**src/hw/rtl/drc_pkg.sv**
```systemverilog
// Shared types and constants for the dirty rate delay controller.
// No dependencies; imported by every module of the block.
package drc_pkg;

    localparam int DRC_FRACTION_BITS = 8;
    localparam int DRC_COUNT_BITS    = 32;

    localparam int WORK_W    = 32;
    localparam int MICRO_W   = 20;
    localparam int IV_W      = 24;
    localparam int MS_W      = 32;
    localparam int RATE_W    = 32;
    localparam int DELAY_W   = 32;
    localparam int TARGET_W  = 32;
    localparam int TIMEOUT_W = 16;
    localparam int LIMIT_W   = 26;
    localparam int PHASE_W   = 2;
    localparam int IDX_W     = 2;
    localparam int DATA_W    = 32;

    localparam logic [MICRO_W-1:0] US_PER_S = 20'd1000000;
    localparam logic [9:0]         MS_PER_S = 10'd1000;

    // configuration register indexes
    localparam logic [IDX_W-1:0] REG_TARGET_RATE   = 2'd0;
    localparam logic [IDX_W-1:0] REG_TIMEOUT_SEC   = 2'd1;
    localparam logic [IDX_W-1:0] REG_INITIAL_DELAY = 2'd2;

    // adjustment phase codes
    localparam logic [PHASE_W-1:0] PHASE_RAMP   = 2'd0;
    localparam logic [PHASE_W-1:0] PHASE_STEADY = 2'd1;
    localparam logic [PHASE_W-1:0] PHASE_CONST  = 2'd2;

    typedef enum logic [3:0] {
        ST_IDLE,
        ST_SCALE,
        ST_DIV_RATE,
        ST_MUL,
        ST_DIV_TGT,
        ST_DIFF,
        ST_CMP,
        ST_OUT
    } drc_state_t;

endpackage

```
**src/hw/rtl/dirty_rate_delay_controller_unit.sv**
```systemverilog
// Top level of the dirty rate delay controller.
// Depends on drc_pkg, drc_div and drc_mul.
//
// Usage:
//   Input channel (in_valid/in_stall) carries one tick: count_now, interval_us,
//   since_start_ms. Output channel (out_valid/out_stall) returns one result per
//   tick: work_done, rate_per_second, updated_delay, phase, hit_target, timed_out.
//   Configuration is written through wr_en/wr_index/wr_data while no tick is
//   in flight: index 0 target rate, 1 timeout in seconds, 2 initial delay.
// Timing:
//   One tick at a time. The rate division and the target division run on one
//   shared bit-serial divider, the delay multiply on one bit-serial multiplier.
//   With adjustment off the multiply and the target division are skipped.
//   in_stall is high from the accepting edge until the result is loaded into
//   the output register. A new tick is taken while a result still waits there.
// Reset:
//   Clears the previous count, sets the delay to one, the phase to ramp-up,
//   target rate and timeout to zero. A stalled result holds until taken.
module dirty_rate_delay_controller_unit
    import drc_pkg::*;
#(
    parameter int FRACTION_BITS = DRC_FRACTION_BITS,
    parameter int COUNT_BITS    = DRC_COUNT_BITS
)
(
    input  logic                  clk,
    input  logic                  rst_n,
    input  logic                  wr_en,
    input  logic [IDX_W-1:0]      wr_index,
    input  logic [DATA_W-1:0]     wr_data,
    input  logic                  in_valid,
    output logic                  in_stall,
    input  logic [COUNT_BITS-1:0] count_now,
    input  logic [IV_W-1:0]       interval_us,
    input  logic [MS_W-1:0]       since_start_ms,
    output logic                  out_valid,
    input  logic                  out_stall,
    output logic [WORK_W-1:0]     work_done,
    output logic [RATE_W-1:0]     rate_per_second,
    output logic [DELAY_W-1:0]    updated_delay,
    output logic [PHASE_W-1:0]    phase,
    output logic                  hit_target,
    output logic                  timed_out
);

    localparam int SCALED_W = WORK_W + MICRO_W;
    localparam int NUM_W    = SCALED_W + FRACTION_BITS;
    localparam int RFX_W    = NUM_W;
    localparam int PROD_W   = RFX_W + DELAY_W;
    localparam int DIV_N_W  = PROD_W;
    localparam int DIV_D_W  = TARGET_W;
    localparam int CNT_W    = $clog2(DIV_N_W + 1);

    drc_state_t state_reg, state_next;

    // configuration and controller state
    logic [TARGET_W-1:0]   target_reg;
    logic [TIMEOUT_W-1:0]  timeout_reg;
    logic [DELAY_W-1:0]    delay_reg;
    logic [COUNT_BITS-1:0] prev_reg;
    logic [PHASE_W-1:0]    phase_reg;

    // per-tick working registers
    logic [WORK_W-1:0]  work_reg;
    logic [IV_W-1:0]    iv_reg;
    logic [MS_W-1:0]    ms_reg;
    logic [RATE_W-1:0]  rate_reg;
    logic [PROD_W-1:0]  tgt_reg;
    logic [PROD_W-1:0]  diff_reg;
    logic [PROD_W:0]    sum_reg;
    logic               hit_reg;
    logic               fired_reg;

    // output register
    logic                  ovalid_reg;
    logic [WORK_W-1:0]     owork_reg;
    logic [RATE_W-1:0]     orate_reg;
    logic [DELAY_W-1:0]    odelay_reg;
    logic [PHASE_W-1:0]    ophase_reg;
    logic                  ohit_reg;
    logic                  ofired_reg;

    logic in_xfer;
    logic out_xfer;
    logic out_load;

    // divider and multiplier hookup
    logic               div_start;
    logic [CNT_W-1:0]   div_steps;
    logic [DIV_N_W-1:0] div_dividend;
    logic [DIV_D_W-1:0] div_divisor;
    logic               div_done;
    logic [DIV_N_W-1:0] div_quotient;
    logic               mul_start;
    logic               mul_done;
    logic [PROD_W-1:0]  mul_product;

    // datapath terms
    logic [COUNT_BITS-1:0] count_diff;
    logic [63:0]           count_diff_ext;
    logic [WORK_W-1:0]     work_sat;
    logic [SCALED_W-1:0]   scaled;
    logic [NUM_W-1:0]      numerator;
    logic [RFX_W-1:0]      rfx_shift;
    logic [PROD_W-1:0]     cur;
    logic [PROD_W+4:0]     diff20;
    logic                  hit_now;
    logic [PROD_W:0]       nd_wide;
    logic [DELAY_W-1:0]    nd_sat;
    logic [DELAY_W-1:0]    nd_final;
    logic [LIMIT_W-1:0]    limit_ms;
    logic                  fire_now;
    logic                  adjust_on;

    assign in_xfer  = in_valid && !in_stall;
    assign out_xfer = ovalid_reg && !out_stall;
    assign in_stall = (state_reg != ST_IDLE);

    assign count_diff     = count_now - prev_reg;
    assign count_diff_ext = 64'(count_diff);
    assign work_sat       = (count_diff_ext > 64'h0000_0000_FFFF_FFFF) ? '1
                                                                       : count_diff_ext[31:0];

    assign scaled    = SCALED_W'(work_reg) * SCALED_W'(US_PER_S);
    assign numerator = NUM_W'(scaled) << FRACTION_BITS;
    assign rfx_shift = div_quotient[RFX_W-1:0] >> FRACTION_BITS;

    assign adjust_on = (target_reg != '0) && (phase_reg != PHASE_CONST);

    assign cur    = PROD_W'(delay_reg) << FRACTION_BITS;
    assign diff20 = {diff_reg, 4'b0000} + {2'b00, diff_reg, 2'b00};
    // ramp-up hits the band when 20*|tgt - cur| < tgt
    assign hit_now = (phase_reg == PHASE_RAMP) && (diff20 < (PROD_W+5)'(tgt_reg));

    always_comb
    begin
        if ((phase_reg == PHASE_RAMP) && !hit_now)
            nd_wide = {1'b0, tgt_reg >> FRACTION_BITS};
        else
            nd_wide = sum_reg >> (FRACTION_BITS + 1);
    end

    assign nd_sat   = (|nd_wide[PROD_W:DELAY_W]) ? '1 : nd_wide[DELAY_W-1:0];
    assign nd_final = (nd_sat == '0) ? DELAY_W'(1) : nd_sat;

    assign limit_ms = LIMIT_W'(timeout_reg) * LIMIT_W'(MS_PER_S);
    assign fire_now = (timeout_reg != '0) && (ms_reg >= MS_W'(limit_ms));

    // sequencer
    always_comb
    begin
        state_next   = state_reg;
        div_start    = 1'b0;
        div_steps    = CNT_W'(NUM_W);
        div_dividend = DIV_N_W'(numerator) << (DIV_N_W - NUM_W);
        div_divisor  = DIV_D_W'(iv_reg);
        mul_start    = 1'b0;
        out_load     = 1'b0;
        unique case (state_reg)
            ST_IDLE:
            begin
                if (in_xfer)
                    state_next = ST_SCALE;
            end
            ST_SCALE:
            begin
                div_start  = 1'b1;
                state_next = ST_DIV_RATE;
            end
            ST_DIV_RATE:
            begin
                if (div_done)
                begin
                    if (adjust_on)
                    begin
                        mul_start  = 1'b1;
                        state_next = ST_MUL;
                    end
                    else
                        state_next = ST_OUT;
                end
            end
            ST_MUL:
            begin
                div_steps    = CNT_W'(PROD_W);
                div_dividend = mul_product;
                div_divisor  = target_reg;
                if (mul_done)
                begin
                    div_start  = 1'b1;
                    state_next = ST_DIV_TGT;
                end
            end
            ST_DIV_TGT:
            begin
                if (div_done)
                    state_next = ST_DIFF;
            end
            ST_DIFF:
            begin
                state_next = ST_CMP;
            end
            ST_CMP:
            begin
                state_next = ST_OUT;
            end
            ST_OUT:
            begin
                if (!ovalid_reg || !out_stall)
                begin
                    out_load   = 1'b1;
                    state_next = ST_IDLE;
                end
            end
            default:
            begin
                state_next = ST_IDLE;
            end
        endcase
    end

    always_ff @(posedge clk or negedge rst_n)
    begin
        if (!rst_n)
            state_reg <= ST_IDLE;
        else
            state_reg <= state_next;
    end

    // controller state and configuration
    always_ff @(posedge clk or negedge rst_n)
    begin
        if (!rst_n)
        begin
            target_reg  <= '0;
            timeout_reg <= '0;
            delay_reg   <= DELAY_W'(1);
            prev_reg    <= '0;
            phase_reg   <= PHASE_RAMP;
            ovalid_reg  <= 1'b0;
        end
        else
        begin
            if (wr_en)
            begin
                unique case (wr_index)
                    REG_TARGET_RATE:   target_reg  <= wr_data[TARGET_W-1:0];
                    REG_TIMEOUT_SEC:   timeout_reg <= wr_data[TIMEOUT_W-1:0];
                    REG_INITIAL_DELAY: delay_reg   <= (wr_data == '0) ? DELAY_W'(1)
                                                                      : wr_data;
                    default:           ;
                endcase
            end
            if (in_xfer)
                prev_reg <= count_now;
            if (state_reg == ST_CMP)
            begin
                delay_reg <= nd_final;
                if (fire_now)
                    phase_reg <= PHASE_CONST;
                else if (hit_now)
                    phase_reg <= PHASE_STEADY;
            end
            if (out_load)
                ovalid_reg <= 1'b1;
            else if (out_xfer)
                ovalid_reg <= 1'b0;
        end
    end

    // per-tick payload
    always_ff @(posedge clk)
    begin
        if (in_xfer)
        begin
            work_reg  <= work_sat;
            iv_reg    <= (interval_us == '0) ? IV_W'(1) : interval_us;
            ms_reg    <= since_start_ms;
            hit_reg   <= 1'b0;
            fired_reg <= 1'b0;
        end
        if ((state_reg == ST_DIV_RATE) && div_done)
            rate_reg <= (|rfx_shift[RFX_W-1:RATE_W]) ? '1 : rfx_shift[RATE_W-1:0];
        if ((state_reg == ST_DIV_TGT) && div_done)
            tgt_reg <= div_quotient;
        if (state_reg == ST_DIFF)
        begin
            diff_reg <= (tgt_reg < cur) ? (cur - tgt_reg) : (tgt_reg - cur);
            sum_reg  <= {1'b0, tgt_reg} + {1'b0, cur};
        end
        if (state_reg == ST_CMP)
        begin
            hit_reg   <= hit_now;
            fired_reg <= fire_now;
        end
        if (out_load)
        begin
            owork_reg  <= work_reg;
            orate_reg  <= rate_reg;
            odelay_reg <= delay_reg;
            ophase_reg <= phase_reg;
            ohit_reg   <= hit_reg;
            ofired_reg <= fired_reg;
        end
    end

    drc_div #(
        .N_W   (DIV_N_W),
        .D_W   (DIV_D_W),
        .CNT_W (CNT_W)
    ) u_div (
        .clk      (clk),
        .rst_n    (rst_n),
        .start    (div_start),
        .steps    (div_steps),
        .dividend (div_dividend),
        .divisor  (div_divisor),
        .done     (div_done),
        .quotient (div_quotient)
    );

    // the multiplier latches the fresh rate quotient at its start pulse
    drc_mul #(
        .A_W (RFX_W),
        .B_W (DELAY_W)
    ) u_mul (
        .clk     (clk),
        .rst_n   (rst_n),
        .start   (mul_start),
        .a       (div_quotient[RFX_W-1:0]),
        .b       (delay_reg),
        .done    (mul_done),
        .product (mul_product)
    );

    assign out_valid       = ovalid_reg;
    assign work_done       = owork_reg;
    assign rate_per_second = orate_reg;
    assign updated_delay   = odelay_reg;
    assign phase           = ophase_reg;
    assign hit_target      = ohit_reg;
    assign timed_out       = ofired_reg;

    // delay never drops to zero once a result is presented
    assert property (@(posedge clk) disable iff (!rst_n)
        ovalid_reg |-> (odelay_reg != '0))
        else $error("delay result is zero");

    // a timeout this tick leaves the block in the constant phase
    assert property (@(posedge clk) disable iff (!rst_n)
        (ovalid_reg && ofired_reg) |-> (ophase_reg == PHASE_CONST))
        else $error("timeout without constant phase");

    // reaching the band leaves ramp-up
    assert property (@(posedge clk) disable iff (!rst_n)
        (ovalid_reg && ohit_reg) |-> (ophase_reg != PHASE_RAMP))
        else $error("target hit while still in ramp-up");

    // the shared divider and multiplier never finish together
    assert property (@(posedge clk) disable iff (!rst_n)
        !(div_done && mul_done))
        else $error("divider and multiplier overlap");

    // constant phase is never left
    assert property (@(posedge clk) disable iff (!rst_n)
        ($past(phase_reg) == PHASE_CONST && !$past(wr_en)) |-> (phase_reg == PHASE_CONST))
        else $error("left constant phase");

endmodule

```
**src/hw/rtl/drc_div.sv**
```systemverilog
// Restoring divider, one quotient bit per cycle.
// Depends on drc_pkg. Dividend is given left-aligned; steps sets the bit count.
module drc_div
    import drc_pkg::*;
#(
    parameter int N_W   = 92,
    parameter int D_W   = 32,
    parameter int CNT_W = $clog2(N_W + 1)
)
(
    input  logic             clk,
    input  logic             rst_n,
    input  logic             start,
    input  logic [CNT_W-1:0] steps,
    input  logic [N_W-1:0]   dividend,
    input  logic [D_W-1:0]   divisor,
    output logic             done,
    output logic [N_W-1:0]   quotient
);

    logic             busy_reg;
    logic             done_reg;
    logic [CNT_W-1:0] cnt_reg;
    logic [N_W-1:0]   dq_reg;
    logic [D_W-1:0]   rem_reg;
    logic [D_W-1:0]   dsr_reg;

    logic [D_W:0]     shifted;
    logic [D_W:0]     trial;
    logic             qbit;

    assign shifted = {rem_reg, dq_reg[N_W-1]};
    assign trial   = shifted - {1'b0, dsr_reg};
    assign qbit    = (shifted >= {1'b0, dsr_reg});

    always_ff @(posedge clk or negedge rst_n)
    begin
        if (!rst_n)
        begin
            busy_reg <= 1'b0;
            done_reg <= 1'b0;
            cnt_reg  <= '0;
        end
        else
        begin
            done_reg <= 1'b0;
            if (start)
            begin
                busy_reg <= 1'b1;
                cnt_reg  <= steps;
            end
            else if (busy_reg)
            begin
                cnt_reg <= cnt_reg - CNT_W'(1);
                if (cnt_reg == CNT_W'(1))
                begin
                    busy_reg <= 1'b0;
                    done_reg <= 1'b1;
                end
            end
        end
    end

    always_ff @(posedge clk)
    begin
        if (start)
        begin
            dq_reg  <= dividend;
            rem_reg <= '0;
            dsr_reg <= divisor;
        end
        else if (busy_reg)
        begin
            dq_reg  <= {dq_reg[N_W-2:0], qbit};
            rem_reg <= qbit ? trial[D_W-1:0] : shifted[D_W-1:0];
        end
    end

    assign done     = done_reg;
    // after all steps the padding zeros sit above the quotient bits
    assign quotient = dq_reg;

endmodule

```
**src/hw/rtl/drc_mul.sv**
```systemverilog
// Shift-and-add multiplier, one multiplier bit per cycle.
// Depends on drc_pkg.
module drc_mul
    import drc_pkg::*;
#(
    parameter int A_W = 60,
    parameter int B_W = 32
)
(
    input  logic               clk,
    input  logic               rst_n,
    input  logic               start,
    input  logic [A_W-1:0]     a,
    input  logic [B_W-1:0]     b,
    output logic               done,
    output logic [A_W+B_W-1:0] product
);

    localparam int CNT_W = $clog2(B_W + 1);

    logic               busy_reg;
    logic               done_reg;
    logic [CNT_W-1:0]   cnt_reg;
    logic [A_W+B_W-1:0] p_reg;
    logic [A_W-1:0]     a_reg;
    logic [A_W:0]       sum;

    assign sum = {1'b0, p_reg[A_W+B_W-1:B_W]} + (p_reg[0] ? {1'b0, a_reg} : '0);

    always_ff @(posedge clk or negedge rst_n)
    begin
        if (!rst_n)
        begin
            busy_reg <= 1'b0;
            done_reg <= 1'b0;
            cnt_reg  <= '0;
        end
        else
        begin
            done_reg <= 1'b0;
            if (start)
            begin
                busy_reg <= 1'b1;
                cnt_reg  <= CNT_W'(B_W);
            end
            else if (busy_reg)
            begin
                cnt_reg <= cnt_reg - CNT_W'(1);
                if (cnt_reg == CNT_W'(1))
                begin
                    busy_reg <= 1'b0;
                    done_reg <= 1'b1;
                end
            end
        end
    end

    always_ff @(posedge clk)
    begin
        if (start)
        begin
            p_reg <= {{A_W{1'b0}}, b};
            a_reg <= a;
        end
        else if (busy_reg)
        begin
            p_reg <= {sum, p_reg[B_W-1:1]};
        end
    end

    assign done    = done_reg;
    assign product = p_reg;

endmodule
```
**config.mk**
```make
export PLATFORM = sky130hd
export DESIGN_NAME = dirty_rate_delay_controller_unit
export DESIGN_NICKNAME = d
export VERILOG_FILES = /design/src/hw/rtl/drc_pkg.sv /design/src/hw/rtl/dirty_rate_delay_controller_unit.sv /design/src/hw/rtl/drc_div.sv /design/src/hw/rtl/drc_mul.sv
export SDC_FILE = /design/constraint.sdc
export NUM_CORES = 2
export LEC_CHECK = 0
export ABC_CLOCK_PERIOD_IN_PS = 7600
export BUFFER_PORTS_ARGS = -buffer_cell sky130_fd_sc_hd__buf_4
export CAP_MARGIN = 20
export CELL_PAD_IN_SITES_DETAIL_PLACEMENT = 1
export CELL_PAD_IN_SITES_GLOBAL_PLACEMENT = 1
export CORE_MARGIN = 2
export CORE_UTILIZATION = 46
export DETAILED_ROUTE_END_ITERATION = 7
export GPL_TIMING_DRIVEN = 0
export HOLD_SLACK_MARGIN = 0.08
export PLACE_DENSITY_LB_ADDON = 0.08
export SETUP_SLACK_MARGIN = 0.2
export SYNTH_ARGS = -nofsm -noshare
export SYNTH_HDL_FRONTEND = slang
export SYNTH_SLANG_ARGS = --single-unit
```
**constraint.sdc**
```tcl
create_clock -name clk -period 7.6 [get_ports clk]
set_input_delay 0.38 -clock clk [delete_from_list [all_inputs] [get_ports clk]]
set_output_delay 0.38 -clock clk [all_outputs]
set_load 0.01 [all_outputs]
```
==> impl_metrics.csv <==
group,metric,value,unit
status,run_status,"finished, final reports clean",
synthesis,asyncSetResetFlopFracSynth,0.1447,
layout,drive_above_1_share,0.1033,
sta,slew_at_the_pin_closest_to_its_max_slew_limit,1.071,ns
clock_network,tritoncts.num_buffers,106,
synthesis,avg_inst_size_synth,10.36,um^2
synthesis,yosys.cell_types.count,96,
clock_network,worstSkewPairLatency,0.74,ns
placed_design,numPortBuffers,228,
sta,hold_violations,0,
critical_path,max_stage_delay,0.56,ns
flow_run,max_cap_viol_count,0,
critical_path,criticalPathCategory,"reg -> reg",
sta,timing.final.max_slew_violations,0,
global_routing,grt_max_degree,104,
synthesis,syn-instance-count,6154,
layout,final-seq-area,0.02642,mm^2
synthesis,number_of_synthesized_flops_with_an_enable_pin,706,
route,wl_per_cell,26.08,um
layout,postLayoutCoreUtil,0.5369,
power,switching_part_of_the_total_power,0.3330,
synthesis,synthesis.nets,7115,
clock_network,clock_tree_from_tritoncts,"done",
critical_path,setup.reg_to_reg.worst_slack,0.29,ns
floorplan,fp.dieArea,0.1416,mm^2
power,net-switching-power,5.602,mW
route,drt-pass1-iter-count,6,
route,post-route-drc-count,0,
floorplan,io-pin-count,229,
power,power_density,227.9,mW/mm^2
global_routing,grt_pass1_vias,53140,
placed_design,detailed_place.area,0.06833,mm^2
floorplan,fp.dieW,376.4,um
global_routing,global_route.usage.total,0.3130,
route,route.detailed.vias_per_inst,5.966,
sta,grt_setup_unrepaired,"yes",
power,power,16.82,mW
critical_path,critPathSlowestCell,"sky130_fd_sc_hd__or4_4",
sta,setup_violations,0,
power,pwr-share-comb,0.331,
sta,max-slew-margin-rel,0.2861,
synthesis,synth_flop_cell,"sky130_fd_sc_hd__edfxtp_1",
synthesis,synth_seq_area_share,0.4143,
sta,fmaxAchievable,136.9,MHz
synthesis,warnings_from_yosys,0,
route,ant_nets,0,
critical_path,cp.required,8.21,ns
layout,flow.area_growth_from_synthesis,15.75,%
layout,most_common_cell_after_layout_fill_and_taps_aside,"sky130_fd_sc_hd__edfxtp_1",
critical_path,critPathCaptureType,"register",
sta,setup_tns,0,ns
worst_hold_path,min-delay-path-class,"in -> async",
power,internal-power,11.22,mW
sta,post-route-period-util,0.9613,
global_routing,grt_first_pass_wirelength,333700,um
critical_path,setup.worst_path.start_class,"register",
sta,final_period_minus_worst_setup_slack,7.306,ns
synthesis,syn-cell-area,0.06378,mm^2
layout,nNetsFinal,7624,
sta,timing.clock.skew,0.03757,ns
critical_path,arrival,7.91,ns
critical_path,regToRegEndpoint,"delay_reg[1]",
power,irDropWorstVdd,0.0008731,V
layout,finalInstanceArea,0.07382,mm^2
sta,final.setup.worst_slack,0.2944,ns
power,share_seq_of_total_power,0.347,
clock_network,path_clk_slew,0.06,ns
critical_path,reg2regPathDepth,31,
critical_path,crit_start,"diff_reg[2]",
critical_path,worstReg2RegStart,"diff_reg[2]",
global_routing,antenna_found_initial,14,
floorplan,floorplan.initialDensity,0.4639,
layout,nFillCells,15020,
floorplan,die_height,376.4,um
route,postRouteWirelength,223200,um
floorplan,fp.coreArea,0.1375,mm^2
placed_design,preCtsSetupSlack,-0.8174,ns
clock_network,number_of_h_tree_levels,3,
route,first_iter_violations,4219,
synthesis,ys_ff_latch,933,
clock_network,cts.root.buffer_cell,"sky130_fd_sc_hd__clkbuf_16",
placed_design,placed_cells_incl_taps,8202,
sta,final.hold.worst_slack,0.1528,ns
layout,finalNonFillerCells,8560,
critical_path,worst-path-max-fanout,10,
power,static-leakage-power,29.91,nW
placed_design,routabilityCongestion,0.9451,
power,clock_power_share,0.322,
layout,layout.cells.most_common_list,"sky130_fd_sc_hd__edfxtp_1, sky130_fd_sc_hd__ha_1, sky130_fd_sc_hd__inv_1",
route,vias,51070,
floorplan,placementRows,136,
clock_network,cts_buffer_depth,3,
placed_design,place_hpwl,175800,um
layout,multiInputGateArea,0.03501,mm^2
clock_network,cts_sinks,933,
critical_path,cp_common_cell,"sky130_fd_sc_hd__buf_6",
critical_path,crit_path_end,"delay_reg[1]",
global_routing,gr-total-overflow,0,
## worst min path at each step
stage,slack (ns),end,from,depth (start not counted)
after floorplan,0.08,delay_reg[10],rst_n,0
after global placement,0.40,rate_per_second[29],rate_reg[29],0
after detailed placement,0.28,prev_reg[30],rst_n,1
after CTS,0.10,prev_reg[29],rst_n,2
after global routing,0.17,prev_reg[29],rst_n,2
final,0.15,prev_reg[29],rst_n,2
## critical path, delay by kind of cell, from the launching register on
family | cells | cell delay (ns)
simple gates | 7 | 1.43
fa+ha+maj | 3 | 0.86
compound gates | 16 | 3.65
xor+xnor | 1 | 0.19
buf+inv | 4 | 0.54
flops | 1 | 0.46
## kinds of logic after synthesis
logic type      after synthesis  synth area share
simple gates               1608            0.1226
compound gates             1508            0.1529
flops                       933            0.4143
fa+ha+maj                   834            0.1866
buf+inv                     723           0.04334
xor+xnor                    401           0.05507
mux                         147           0.02517
## area by class of cell
cell class              count  share of cell area
flip-flops and latches    933              0.3580
inverters                 500             0.02544
clock inverters            57            0.008119
clock buffers             145             0.04170
multi-input cells        4498              0.4743
diodes                      9           0.0003051
plain buffers             223             0.01220
well taps                1794             0.03041
repair buffers            401             0.04956
## Yosys cell counts (all sizes together), types with 14 or more instances
cell / number / share of area
o31a: 14 / 0.0019
dfxtp: 92 / 0.029
mux2: 107 / 0.019
o21a: 52 / 0.0061
o21bai: 83 / 0.0098
inv: 491 / 0.029
edfxtp: 706 / 0.33
or2: 25 / 0.0025
nand4: 89 / 0.0087
nand2: 464 / 0.027
buf: 31 / 0.0025
nand2b: 56 / 0.0055
o21ai: 316 / 0.025
ha: 639 / 0.13
a21o: 173 / 0.020
fa: 195 / 0.061
clkbuf: 191 / 0.011
nor2b: 45 / 0.0044
a22oi: 44 / 0.0052
nor3: 95 / 0.0075
or3: 59 / 0.0058
o31ai: 29 / 0.0034
dfrtp: 134 / 0.053
mux2i: 40 / 0.0063
o211ai: 56 / 0.0067
a21oi: 458 / 0.036
xnor2: 297 / 0.041
a211o: 14 / 0.0019
xor2: 104 / 0.014
nand3: 128 / 0.010
a31oi: 53 / 0.0052
and2: 97 / 0.0095
and3: 42 / 0.0041
o221a: 33 / 0.0058
nor4: 92 / 0.0090
a221o: 14 / 0.0022
nor2: 365 / 0.021
a211oi: 43 / 0.0051
## power groups by stage
stage          Combinational (mW)  Clock, mW  Sequential, mW
2_1_floorplan                4.13          0            5.79
4_1_cts                      5.63       5.49            5.84
3_3_place_gp                 5.29          0            5.94
3_5_place_dp                 5.50          0            5.94
5_1_grt                      6.41       5.66            5.84
6_report                     5.56       5.42            5.84
## what timing repair did
| action | CTS | global route |
|---|---|---|
| pin swaps | 18 | 23 |
| gates resized for setup | 46 | 42 |
| setup endpoints to repair | 38 | 38 |
| buffers inserted | 20 | 5 |
| hold endpoints to repair | 293 | 0 |
| hold buffers | 122 | 0 |
## routing by layer
metal / track usage / vias to the layer above / routed length, um
met5: 0 / - / 15
met3: 0.04112 / 380 / 14160
met4: 0.1214 / 2 / 8922
li1: - / 23330 / -
met2: 0.5002 / 1636 / 102100
met1: 0.4324 / 25730 / 98060
Power figures use the tool's default switching activity.
